`config.mk`:
```
export PLATFORM = sky130hd
export DESIGN_NAME = modular_inverse_ext_euclid_core
export DESIGN_NICKNAME = d
export VERILOG_FILES = /design/src/sv/modinv_pkg.sv /design/src/sv/modular_inverse_ext_euclid_core.sv /design/src/sv/modinv_ctrl.sv /design/src/sv/modinv_dp.sv
export SDC_FILE = /design/constraint.sdc
export NUM_CORES = 1
export LEC_CHECK = 0
export ABC_CLOCK_PERIOD_IN_PS = 6400
export BUFFER_PORTS_ARGS = -buffer_cell sky130_fd_sc_hd__buf_4
export CORE_ASPECT_RATIO = 0.9
export CORE_UTILIZATION = 35
export DETAILED_ROUTE_END_ITERATION = 12
export PLACE_DENSITY_LB_ADDON = 0.08
export SYNTH_ARGS = -nofsm -noshare
export SYNTH_HDL_FRONTEND = slang
export SYNTH_HIERARCHICAL = 1
export SYNTH_SLANG_ARGS = --single-unit
```
`constraint.sdc`:
```
create_clock -name clk_i -period 6.4 [get_ports clk_i]
set_input_delay 0.64 -clock clk_i [delete_from_list [all_inputs] [get_ports clk_i]]
set_output_delay 0.64 -clock clk_i [all_outputs]
set_load 0.005 [all_outputs]
```
`src/sv/modinv_pkg.sv`:
```
// ----------------------------------------------------------------------------
// modinv_pkg
// Shared types for the modular inverse core: request and result payloads,
// controller states and the command and status groups between the
// controller and the datapath.
// ----------------------------------------------------------------------------
package modinv_pkg;

  localparam int unsigned FieldW = 32;

  typedef struct packed {
    logic [FieldW-1:0] modulus;
    logic [FieldW-1:0] value;
  } req_t;

  typedef struct packed {
    logic [FieldW-1:0] inverse;
    logic              no_inverse;
  } res_t;

  typedef enum logic [2:0] {
    ST_IDLE,
    ST_REDUCE,
    ST_LOADB,
    ST_CHECK,
    ST_DIVIDE,
    ST_UPDATE,
    ST_FINISH,
    ST_DONE
  } state_e;

  typedef struct packed {
    logic load;      // capture a new request
    logic red_step;  // one bit of the value mod modulus division
    logic load_b;    // take the reduced value as divisor
    logic div_init;  // set up a division of a by b
    logic div_step;  // one quotient bit, with coefficient accumulation
    logic update;    // shift the remainder sequence and coefficients
    logic finish;    // form the result
  } cmd_t;

  typedef struct packed {
    logic m_zero;
    logic b_zero;
  } sts_t;

endpackage

```
`src/sv/modular_inverse_ext_euclid_core.sv`:
```
// ----------------------------------------------------------------------------
// modular_inverse_ext_euclid_core
// Modular inverse by the extended Euclidean algorithm.
// ----------------------------------------------------------------------------
// A request is taken when start is high and busy is low; its result appears
// on res_o for the single cycle in which done_o is high and must be taken
// then, as the core cannot be held off. The value is first reduced modulo
// the modulus, then each Euclid step runs the shared restoring divider at
// one bit per cycle and passes through a check and an update state; at
// WIDTH = 32 the worst case is about 46 division steps. A new request may
// be issued in the same cycle as done_o. A zero modulus skips the
// arithmetic and goes through the finish and done states to no_inverse.
// ----------------------------------------------------------------------------
module modular_inverse_ext_euclid_core import modinv_pkg::*; #(
  parameter int unsigned WIDTH = 32
) (
  input  logic clk_i,
  input  logic rst_ni,
  input  logic start,
  output logic busy,
  input  req_t req_i,
  output logic done_o,
  output res_t res_o
);

  cmd_t cmd;
  sts_t sts;

  modinv_ctrl #(
    .WIDTH (WIDTH)
  ) u_ctrl (
    .clk_i   (clk_i),
    .rst_ni  (rst_ni),
    .start_i (start),
    .sts_i   (sts),
    .cmd_o   (cmd),
    .busy_o  (busy),
    .done_o  (done_o)
  );

  modinv_dp #(
    .WIDTH (WIDTH)
  ) u_dp (
    .clk_i (clk_i),
    .req_i (req_i),
    .cmd_i (cmd),
    .sts_o (sts),
    .res_o (res_o)
  );

endmodule

```
`src/sv/modinv_ctrl.sv`:
```
// ----------------------------------------------------------------------------
// modinv_ctrl
// Sequencer for the modular inverse core: walks the reduction, the Euclid
// division steps and the result phase, and counts bits of each division.
// ----------------------------------------------------------------------------
module modinv_ctrl import modinv_pkg::*; #(
  parameter int unsigned WIDTH = 32
) (
  input  logic clk_i,
  input  logic rst_ni,
  input  logic start_i,
  input  sts_t sts_i,
  output cmd_t cmd_o,
  output logic busy_o,
  output logic done_o
);

  localparam int unsigned CntW = $clog2(WIDTH);

  state_e          state_q, state_d;
  logic [CntW-1:0] cnt_q, cnt_d;
  logic            last_bit;

  assign last_bit = (cnt_q == CntW'(WIDTH - 1));

  always_ff @(posedge clk_i or negedge rst_ni) begin
    if (!rst_ni) begin
      state_q <= ST_IDLE;
      cnt_q   <= '0;
    end else begin
      state_q <= state_d;
      cnt_q   <= cnt_d;
    end
  end

  always_comb begin
    state_d = state_q;
    case (state_q)
      ST_IDLE, ST_DONE: begin
        if (start_i) begin
          // a zero modulus has no inverse, skip the arithmetic
          state_d = sts_i.m_zero ? ST_FINISH : ST_REDUCE;
        end else begin
          state_d = ST_IDLE;
        end
      end
      ST_REDUCE: if (last_bit) state_d = ST_LOADB;
      ST_LOADB:  state_d = ST_CHECK;
      ST_CHECK:  state_d = sts_i.b_zero ? ST_FINISH : ST_DIVIDE;
      ST_DIVIDE: if (last_bit) state_d = ST_UPDATE;
      ST_UPDATE: state_d = ST_CHECK;
      ST_FINISH: state_d = ST_DONE;
      default:   state_d = ST_IDLE;
    endcase
  end

  always_comb begin
    cnt_d = '0;
    if (state_q == ST_REDUCE || state_q == ST_DIVIDE) begin
      cnt_d = cnt_q + CntW'(1);
    end
  end

  always_comb begin
    cmd_o  = '0;
    busy_o = 1'b1;
    done_o = 1'b0;
    case (state_q)
      ST_IDLE: begin
        busy_o      = 1'b0;
        cmd_o.load  = start_i;
      end
      ST_DONE: begin
        busy_o      = 1'b0;
        done_o      = 1'b1;
        cmd_o.load  = start_i;
      end
      ST_REDUCE: cmd_o.red_step = 1'b1;
      ST_LOADB:  cmd_o.load_b   = 1'b1;
      ST_CHECK:  cmd_o.div_init = ~sts_i.b_zero;
      ST_DIVIDE: cmd_o.div_step = 1'b1;
      ST_UPDATE: cmd_o.update   = 1'b1;
      ST_FINISH: cmd_o.finish   = 1'b1;
      default:   cmd_o          = '0;
    endcase
  end

endmodule

```
`src/sv/modinv_dp.sv`:
```
// ----------------------------------------------------------------------------
// modinv_dp
// Datapath for the modular inverse core: a radix-2 restoring divider shared
// by the reduction and the Euclid steps, a shift-add accumulator for the
// quotient times coefficient product, and the result formation.
// ----------------------------------------------------------------------------
module modinv_dp import modinv_pkg::*; #(
  parameter int unsigned WIDTH = 32
) (
  input  logic clk_i,
  input  req_t req_i,
  input  cmd_t cmd_i,
  output sts_t sts_o,
  output res_t res_o
);

  logic [63:0]      m_ext, v_ext, inv_ext;
  logic [WIDTH-1:0] m_in, v_in;

  logic [WIDTH-1:0] m_q, a_q, b_q, up_q, uc_q, rem_q, dq_q, acc_q;
  logic             odd_q;
  res_t             res_q;

  logic [WIDTH:0]   rem_sh, rem_sub;
  logic             q_bit;
  logic [WIDTH-1:0] rem_nx, acc_nx, neg_up, inv;

  assign m_ext = 64'(req_i.modulus);
  assign v_ext = 64'(req_i.value);
  assign m_in  = m_ext[WIDTH-1:0];
  assign v_in  = v_ext[WIDTH-1:0];

  // one restoring division step, quotient bits come out msb first
  assign rem_sh  = {rem_q, dq_q[WIDTH-1]};
  assign rem_sub = rem_sh - {1'b0, b_q};
  assign q_bit   = (rem_sh >= {1'b0, b_q});
  assign rem_nx  = q_bit ? rem_sub[WIDTH-1:0] : rem_sh[WIDTH-1:0];
  // partial products never exceed the final coefficient, which never exceeds m
  assign acc_nx  = {acc_q[WIDTH-2:0], 1'b0} + (q_bit ? uc_q : '0);

  always_comb begin
    neg_up = m_q - up_q;
    inv    = (odd_q || up_q == '0) ? up_q : neg_up;
    if (inv >= m_q) begin
      inv = '0;
    end
    if (a_q != WIDTH'(1)) begin
      inv = '0;
    end
  end

  assign inv_ext = 64'(inv);

  always_ff @(posedge clk_i) begin
    if (cmd_i.load) begin
      m_q   <= m_in;
      a_q   <= m_in;
      b_q   <= m_in;
      dq_q  <= v_in;
      rem_q <= '0;
      up_q  <= '0;
      uc_q  <= WIDTH'(1);
      odd_q <= 1'b0;
    end
    if (cmd_i.red_step) begin
      rem_q <= rem_nx;
      dq_q  <= {dq_q[WIDTH-2:0], q_bit};
    end
    if (cmd_i.load_b) begin
      b_q <= rem_q;
    end
    if (cmd_i.div_init) begin
      dq_q  <= a_q;
      rem_q <= '0;
      acc_q <= '0;
    end
    if (cmd_i.div_step) begin
      rem_q <= rem_nx;
      dq_q  <= {dq_q[WIDTH-2:0], q_bit};
      acc_q <= acc_nx;
    end
    if (cmd_i.update) begin
      a_q   <= b_q;
      b_q   <= rem_q;
      up_q  <= uc_q;
      uc_q  <= up_q + acc_q;
      odd_q <= ~odd_q;
    end
    if (cmd_i.finish) begin
      res_q.inverse    <= inv_ext[FieldW-1:0];
      res_q.no_inverse <= (a_q != WIDTH'(1));
    end
  end

  assign sts_o.m_zero = (m_in == '0);
  assign sts_o.b_zero = (b_q == '0);
  assign res_o        = res_q;

endmodule

```
==> metrics.txt, run 1 <==
outcome complete, no violations; ys flop type edfxtp_1; top cell type's share of synthesized area 0.439; WL final a little under 60000 um; Crit Path Category reg -> reg; CP Capture Type flop; crit start category flop; routed vias approximately 15000; Netlist cell types 91; Core Util, Final 0.409; Post-synth EDFFs 290; Inserted Diodes 0; die width 253 um; post-route clock period utilization 0.911; Cell Rows 82; H-tree depth 2; area of the multi-input gates 0.0102 mm2; synthesis-to-finish area growth 15.0%; leakage 0.00905 uW; Final min period between 5000 and 6000 ps; TritonCTS buffer count 38; GRT Util Overall 0.205; max frequency 171 MHz; DP HPWL approximately 43000 um; Port Buf Inserts between 100 and 150; Worst-path clk slew approximately 60 ps; sequential share of the synthesized area 0.449; clk_skew roughly 18 ps; Tot Pwr ~14000 uW; Slew Viols, Final 0; fillers around 5500; global route total overflow 0; CP Buf/Inv Count 1; setup TNS 0 ps; Crit path required time 6710 ps; CP delay by family, top compound AO/OA/AOI/OAI gates; max cap viols 0; worst setup margin roughly 570 ps; Clock Power Share 0.158; largest cells by area after synthesis edfxtp_1 44%, ha_1 10%, mux2_2 3.6%; Worst slew margin 0.292; DRT iter0 DRCs 1280; largest net degree at the start of global routing 70; Post-DRT Antenna Nets 0; DRC violations left 0; power per cell area between 600 and 700 mW/mm2; CP Max Fanout 12; post-synth top area cell edfxtp_1; share of cells above drive strength 1 0.145; root buf cell clkbuf_16; Int Pwr roughly 7700 uW; VDD IR max about 0.00028 V; initial antenna violation count 2; Logic pwr share 0.562; die area a little under 0.06 mm2; Setup WS pre-CTS roughly 620 ps; Reg power frac 0.280; GPL Wtd Cong approximately 0.85; FF+latch area 0.00891 mm2; CTS tree built; Max clock buf depth 3; crit path DAT 6140 ps; number of setup violations in the final report 0; HP Class in -> reg; FF-to-FF Start u_dp/b_q[2]; worst-skew pair later-pin latency 560 ps; vias in the first global route about 15000; Worst path max stage delay ~440 ps; Post-Synthesis Net Count between 2000 and 2500; vias per cell roughly 5.5; DR WL/cell 21.1 um; #FFs+latches synth approximately 300; clock tree sinks about 300; NumNets Final around 2300; global-route wire length before repair around 91000 um; Post-Syn Area 0.0198 mm2; Sw Pwr between 6000 and 7000 uW; Sw Ratio 0.453; CP Cell Sequence inv_1 > ha_1 > o21ai_1 > a21oi_1 > o31ai_2 > a211oi_2 > nor4b_2 > nor2_1 > a21o_2 > and2_1 > ha_1 > fa_1 > a211oi_1 > o21a_1 > o21ai_0 > a211o_1 > a221o_1 > a31oi_1 > o21ai_1 > xnor2_1 > and2_1; share of synthesized registers carrying an async set or reset 0.0268; Mean Syn Cell Area a little over 10 um2; Ports slightly above 100; Fin. Hold Viols 0; Hold Crit Start req_i[60]; Worst setup startpoint u_dp/b_q[2]; Cells after Synth approximately 1900; DRT Pass-1 Iters 6; core area about 0.056 mm2; initial core utilization 0.355; Die Ht around 230 um; RSZ-0062 raised after global routing false; warnings from Yosys 6; slowest CP cell fa_1; Slew @ Worst Pin 1060 ps
-- final cells by class --
type	instances	area share
Multi-Input combinational cell	1439	0.449
Inverter	127	0.0209
Timing Repair Buffer	125	0.0418
Clock buffer	39	0.0428
Clock inverter	30	0.0138
Tap cell	756	0.0415
Sequential cell	298	0.390
-- registers in the layout, summed over array words and instances (netlist names) --
name and flops:
u_dp/rem_q 32, u_dp/acc_q 32, u_dp/a_q 32, u_dp/m_q 32, u_dp/odd_q 1, u_dp/res_o 33, u_ctrl/state_q 3, u_dp/uc_q 32
u_dp/dq_q 32, u_ctrl/cnt_q 5, u_dp/up_q 32, u_dp/b_q 32
-- cells in the mapped netlist, types with 15 or more instances --
cell type    n
nor2_1     105
nand2_1    141
nor3_1      29
a21o_1      58
edfxtp_1   290
nand3_1     33
nand2b_1    19
nor2b_1     38
and2_1      99
ha_1       158
nor4_1      37
inv_1      124
a21oi_1    118
a22oi_1     64
mux2_2      64
nand4_1     25
xnor2_1     50
o21ai_0    128
and3_1      15
xor2_1      42
o21a_1      16
a211oi_1    29
clkbuf_1    50
-- power groups by stage --
| stage | sequential (uW) | combinational (uW) | clock [uW] |
|---|---|---|---|
| global placement | 4010 | 7830 | 0 |
| detailed placement | 4010 | 7830 | 0 |
| floorplan | 3720 | 5900 | 0 |
| finish | 3970 | 7960 | 2230 |
| CTS | 3980 | 7910 | 2300 |
| global route | 4070 | 8870 | 2370 |
-- worst paths after layout --
check | endpoint | depth (start not counted) | slack [ps]
max reg2reg | u_dp/acc_q[31] | 21 | 570
max in group asynchronous | u_ctrl/cnt_q[0] | 2 | 5820
max | u_dp/acc_q[31] | 21 | 570
min in group asynchronous | u_ctrl/state_q[2] | 2 | 450
min | u_dp/m_q[28] | 1 | 300
min reg2reg | u_ctrl/cnt_q[0] | 1 | 460
-- cells by family after synthesis --
| logic type | after synthesis | share of synthesized area |
|---|---|---|
| DFF | 298 | 0.449 |
| buffers and inverters | 193 | 0.0385 |
| and+or+nand+nor | 592 | 0.156 |
| adders and majority gates | 162 | 0.104 |
| AOI/OAI and AO/OA | 525 | 0.174 |
| muxes | 68 | 0.0383 |
| xor gates and xnor gates | 92 | 0.0406 |
-- per-layer routing --
metal / part of all wire / GRT usage
met5: 0 / 0
met1: 0.51 / 0.316
met3: 0.054 / 0.0308
met4: 0.021 / 0.0538
met2: 0.42 / 0.296
-- layout by cell type, fill, tap and decap left out, types with 5 or more instances in the layout --
master	synthesis	routed
edfxtp_1	290	290
ha_1	158	158
nand2_1	141	141
o21ai_0	128	127
inv_1	124	124
buf_4	6	123
a21oi_1	118	117
nor2_1	105	102
and2_1	99	99
a22oi_1	64	64
mux2_2	64	64
a21o_1	58	57
xnor2_1	50	50
xor2_1	42	42
clkbuf_16	0	39
nor2b_1	38	38
nor4_1	37	37
nand3_1	33	33
a211oi_1	29	29
nor3_1	29	28
nand4_1	25	25
nand2b_1	19	19
o21a_1	16	16
and3_1	15	14
a31oi_1	12	12
o31ai_1	12	12
o21bai_1	12	11
clkinv_1	2	10
a221o_1	9	9
o211ai_1	9	9
dfrtp_1	8	8
clkinv_2	0	6
or2_2	7	6
bufinv_16	0	5
clkinvlp_4	0	5
or3_1	6	5
nor3b_1	8	5
-- through the flow --
stage                     cell area (um2)  hold slack, ps  cells
final                               22800             301   2814
after global placement              21500             448   2744
after global routing                22800             273   2814
after detailed placement            21500             452   2744
after floorplan                     19800             344   1930
after CTS                           22800             265   2814
-- timing repair --
item | 4_1_cts | 5_1_grt
hold buffers | 1 | 0
gates resized for setup | 0 | 0
endpoints found under the hold margin | 8 | 0
buffers inserted | 0 | 0
Note: power is estimated with default switching activity, not from simulation.
==> run 2: changes to the inputs <==
Settings changed: ABC_AREA from default to 1, CORE_UTILIZATION 35 to 30.
==> metrics.txt, run 2 <==
RSZ-0062 raised after global routing false; cells on worst reg2reg path 18; worst-skew pair later-pin latency 580 ps; Slew Viols, Final 0; clk_skew 26.8 ps; count leader, synth nand2_1; initial antenna violation count 1; leakage around 0.011 uW; slowest CP cell inv_1; DRT iter0 DRCs 1343; root buf cell clkbuf_16; crit-path most repeated cell nand2_1; Hold Path Sink u_dp/m_q[10]; Worst slew margin 0.206; largest cells by area after synthesis edfxtp_1 41%, nand2_1 10%, ha_1 9.4%; H-tree depth 2; largest net degree at the start of global routing between 90 and 100; vias in the first global route between 15000 and 20000; NumNets Final approximately 3100; share of cells above drive strength 1 0.0747; Mean Syn Cell Area between 7 and 8 um2; Die Ht 254 um; crit path DAT 5300 ps; GPL Wtd Cong about 0.92; Ports between 100 and 150; Cells after Synth roughly 2700; global-route wire length before repair roughly 110000 um; die width 282 um; Post-DRT Antenna Nets 0; post-synth top area cell edfxtp_1; #FFs+latches synth 298; Worst-path clk slew about 60 ps; outcome complete, no violations; Slew @ Worst Pin about 1200 ps; CP Max Fanout 40; crit start category flop; DRT Pass-1 Iters 6; HP Class in -> reg; FF-to-FF setup slack 1390 ps; ys flop type edfxtp_1; Post-Syn Area ~0.021 mm2; WL final 76900 um; top cell type's share of synthesized area 0.412; DR WL/cell around 20 um; Hold Crit Start req_i[42]; Worst path max stage delay between 700 and 800 ps; max cap viols 0; number of setup violations in the final report 0; vias per cell ~5; Final min period around 5000 ps; Max clock buf depth 3; most used cells in the layout excluding fill and tap cells 573 x nand2_1, 445 x inv_1, 313 x nor2_1, 290 x edfxtp_1, 248 x a21oi_1; Crit path required time about 6700 ps; CP Capture Type flop; GRT Util Overall 0.215; core area 0.0691 mm2; routed vias approximately 19000; die area 0.0715 mm2; DP HPWL 60300 um; fillers between 7000 and 8000; share of synthesized registers carrying an async set or reset 0.0268; global route total overflow 0; clock tree sinks 298; CTS tree built; most common cell after layout, fill and taps aside nand2_1; max frequency roughly 200 MHz; DP Cell Count between 3000 and 4000; CTS resizes 0; Port Buf Inserts between 100 and 150; post-route clock period utilization 0.783; fin cells roughly 3800; synthesis-to-finish area growth 14.6%; power per cell area 626 mW/mm2; max reg flops 33; CP Cell Sequence nor4_1 > nand4_1 > nor2_1 > nor2_2 > buf_4 > inv_1 > nand2_1 > nand2_1 > inv_1 > ha_1 > nand4_1 > nor3_1 > nand2_1 > nand2_1 > nand2_1 > nand2_1 > buf_4 > nor2_1; Post-synth top cells 574 x nand2_1, 446 x inv_1, 317 x nor2_1; Post-Synthesis Net Count ~3000; sequential share of the synthesized area 0.421; initial core utilization 0.306; warnings from Yosys 6; Cell Rows 91; DRC violations left 0; hold depth 1; Post-synth EDFFs a little under 300; setup TNS 0 ps; Netlist cell types 51; RR Endpoint u_dp/res_o[1]; Crit Path Category reg -> reg; FF-to-FF Start u_dp/up_q[14]; VDD IR max about 0.00028 V; Fin. Hold Viols 0; TritonCTS buffer count 39
[run 2: changes by cell type in the layout (fill, tap and decap cells not counted), sizes merged, moves of 39 or more]
| cell | delta |
|---|---|
| nand2 | +441 |
| nand3 | +76 |
| inv | +324 |
| nor2b | -39 |
| nor2 | +215 |
| a22oi | -62 |
| a21oi | +130 |
| mux2 | -57 |
| and2 | -98 |
| o21ai | +97 |
[run 2: layout make-up]
class	instances	area (um2)	share of cell area
Antenna cell	3	7.51	0.000310
Clock buffer	49	1050	0.0435
Clock inverter	22	194	0.00800
Inverter	451	1690	0.0699
Multi-Input combinational cell	1915	10300	0.426
Sequential cell	298	8910	0.368
Tap cell	930	1160	0.0480
Timing Repair Buffer	117	881	0.0364
[run 2: worst max path at each step]
stage | from | endpoint | slack (ps)
3_5_place_dp | u_dp/up_q[14] | u_dp/res_o[1] | 1460
3_3_place_gp | u_dp/up_q[3] | u_dp/res_o[5] | 1500
4_1_cts | u_dp/up_q[14] | u_dp/res_o[1] | 1450
2_1_floorplan | u_ctrl/state_q[0] | u_dp/a_q[0] | 1460
6_report | u_dp/up_q[14] | u_dp/res_o[1] | 1390
5_1_grt | u_dp/up_q[5] | u_dp/res_o[31] | 990
[run 2: kinds of logic (layout without fill, tap and decap cells)]
family | after synthesis | after routing | share of synthesized area
adders and majority gates | 162 | 162 | 0.0973
and+or+nand+nor | 1119 | 1119 | 0.220
other | 0 | 3 | 0
xor gates and xnor gates | 22 | 22 | 0.00912
buffers and inverters | 507 | 639 | 0.0925
DFF | 298 | 298 | 0.421
muxes | 7 | 7 | 0.00373
AOI/OAI and AO/OA | 605 | 605 | 0.156
[run 2: where the power goes]
group | leakage (uW) | switching [uW] | internal [uW]
logic | 0.00740 | 6220 | 2720
clock network | 0.000607 | 904 | 1290
registers | 0.00285 | 633 | 3400
total | 0.0109 | 7760 | 7410
[run 2: metrics by stage]
| step | setup WS, ps | hold slack (ps) | power (uW) | cell area, um2 | utilization |
|---|---|---|---|---|---|
| after floorplan | 1460 | 344 | 10100 | 21100 | - |
| after global placement | 1500 | 446 | 12900 | 23000 | 0.332 |
| after detailed placement | 1460 | 468 | 12900 | 23000 | 0.332 |
| after CTS | 1450 | 258 | 15200 | 24200 | 0.350 |
| after global routing | 986 | 269 | 16500 | 24200 | 0.350 |
| final | 1390 | 291 | 15200 | 24200 | 0.351 |
[run 2: timing repair]
| action | in CTS | in global routing |
|---|---|---|
| setup buffers | 0 | 0 |
| endpoints found under the setup margin | 0 | 0 |
| hold buffers | 1 | 0 |
| endpoints found under the hold margin | 8 | 0 |
[run 2: critical path, delay by kind of cell (launching register included)]
family                     cells  cell delay [ps]
and+or+nand+nor               13             2450
buffers and inverters          4             1410
DFF                            1              530
adders and majority gates      1              320
[run 2: routing by layer]
layer	vias up	part of all wire	global-route usage
met1	8929	0.48	0.303
li1	9378	-	-
met3	91	0.058	0.0359
met2	514	0.43	0.336
met5	-	0.00022	0
met4	2	0.028	0.0638
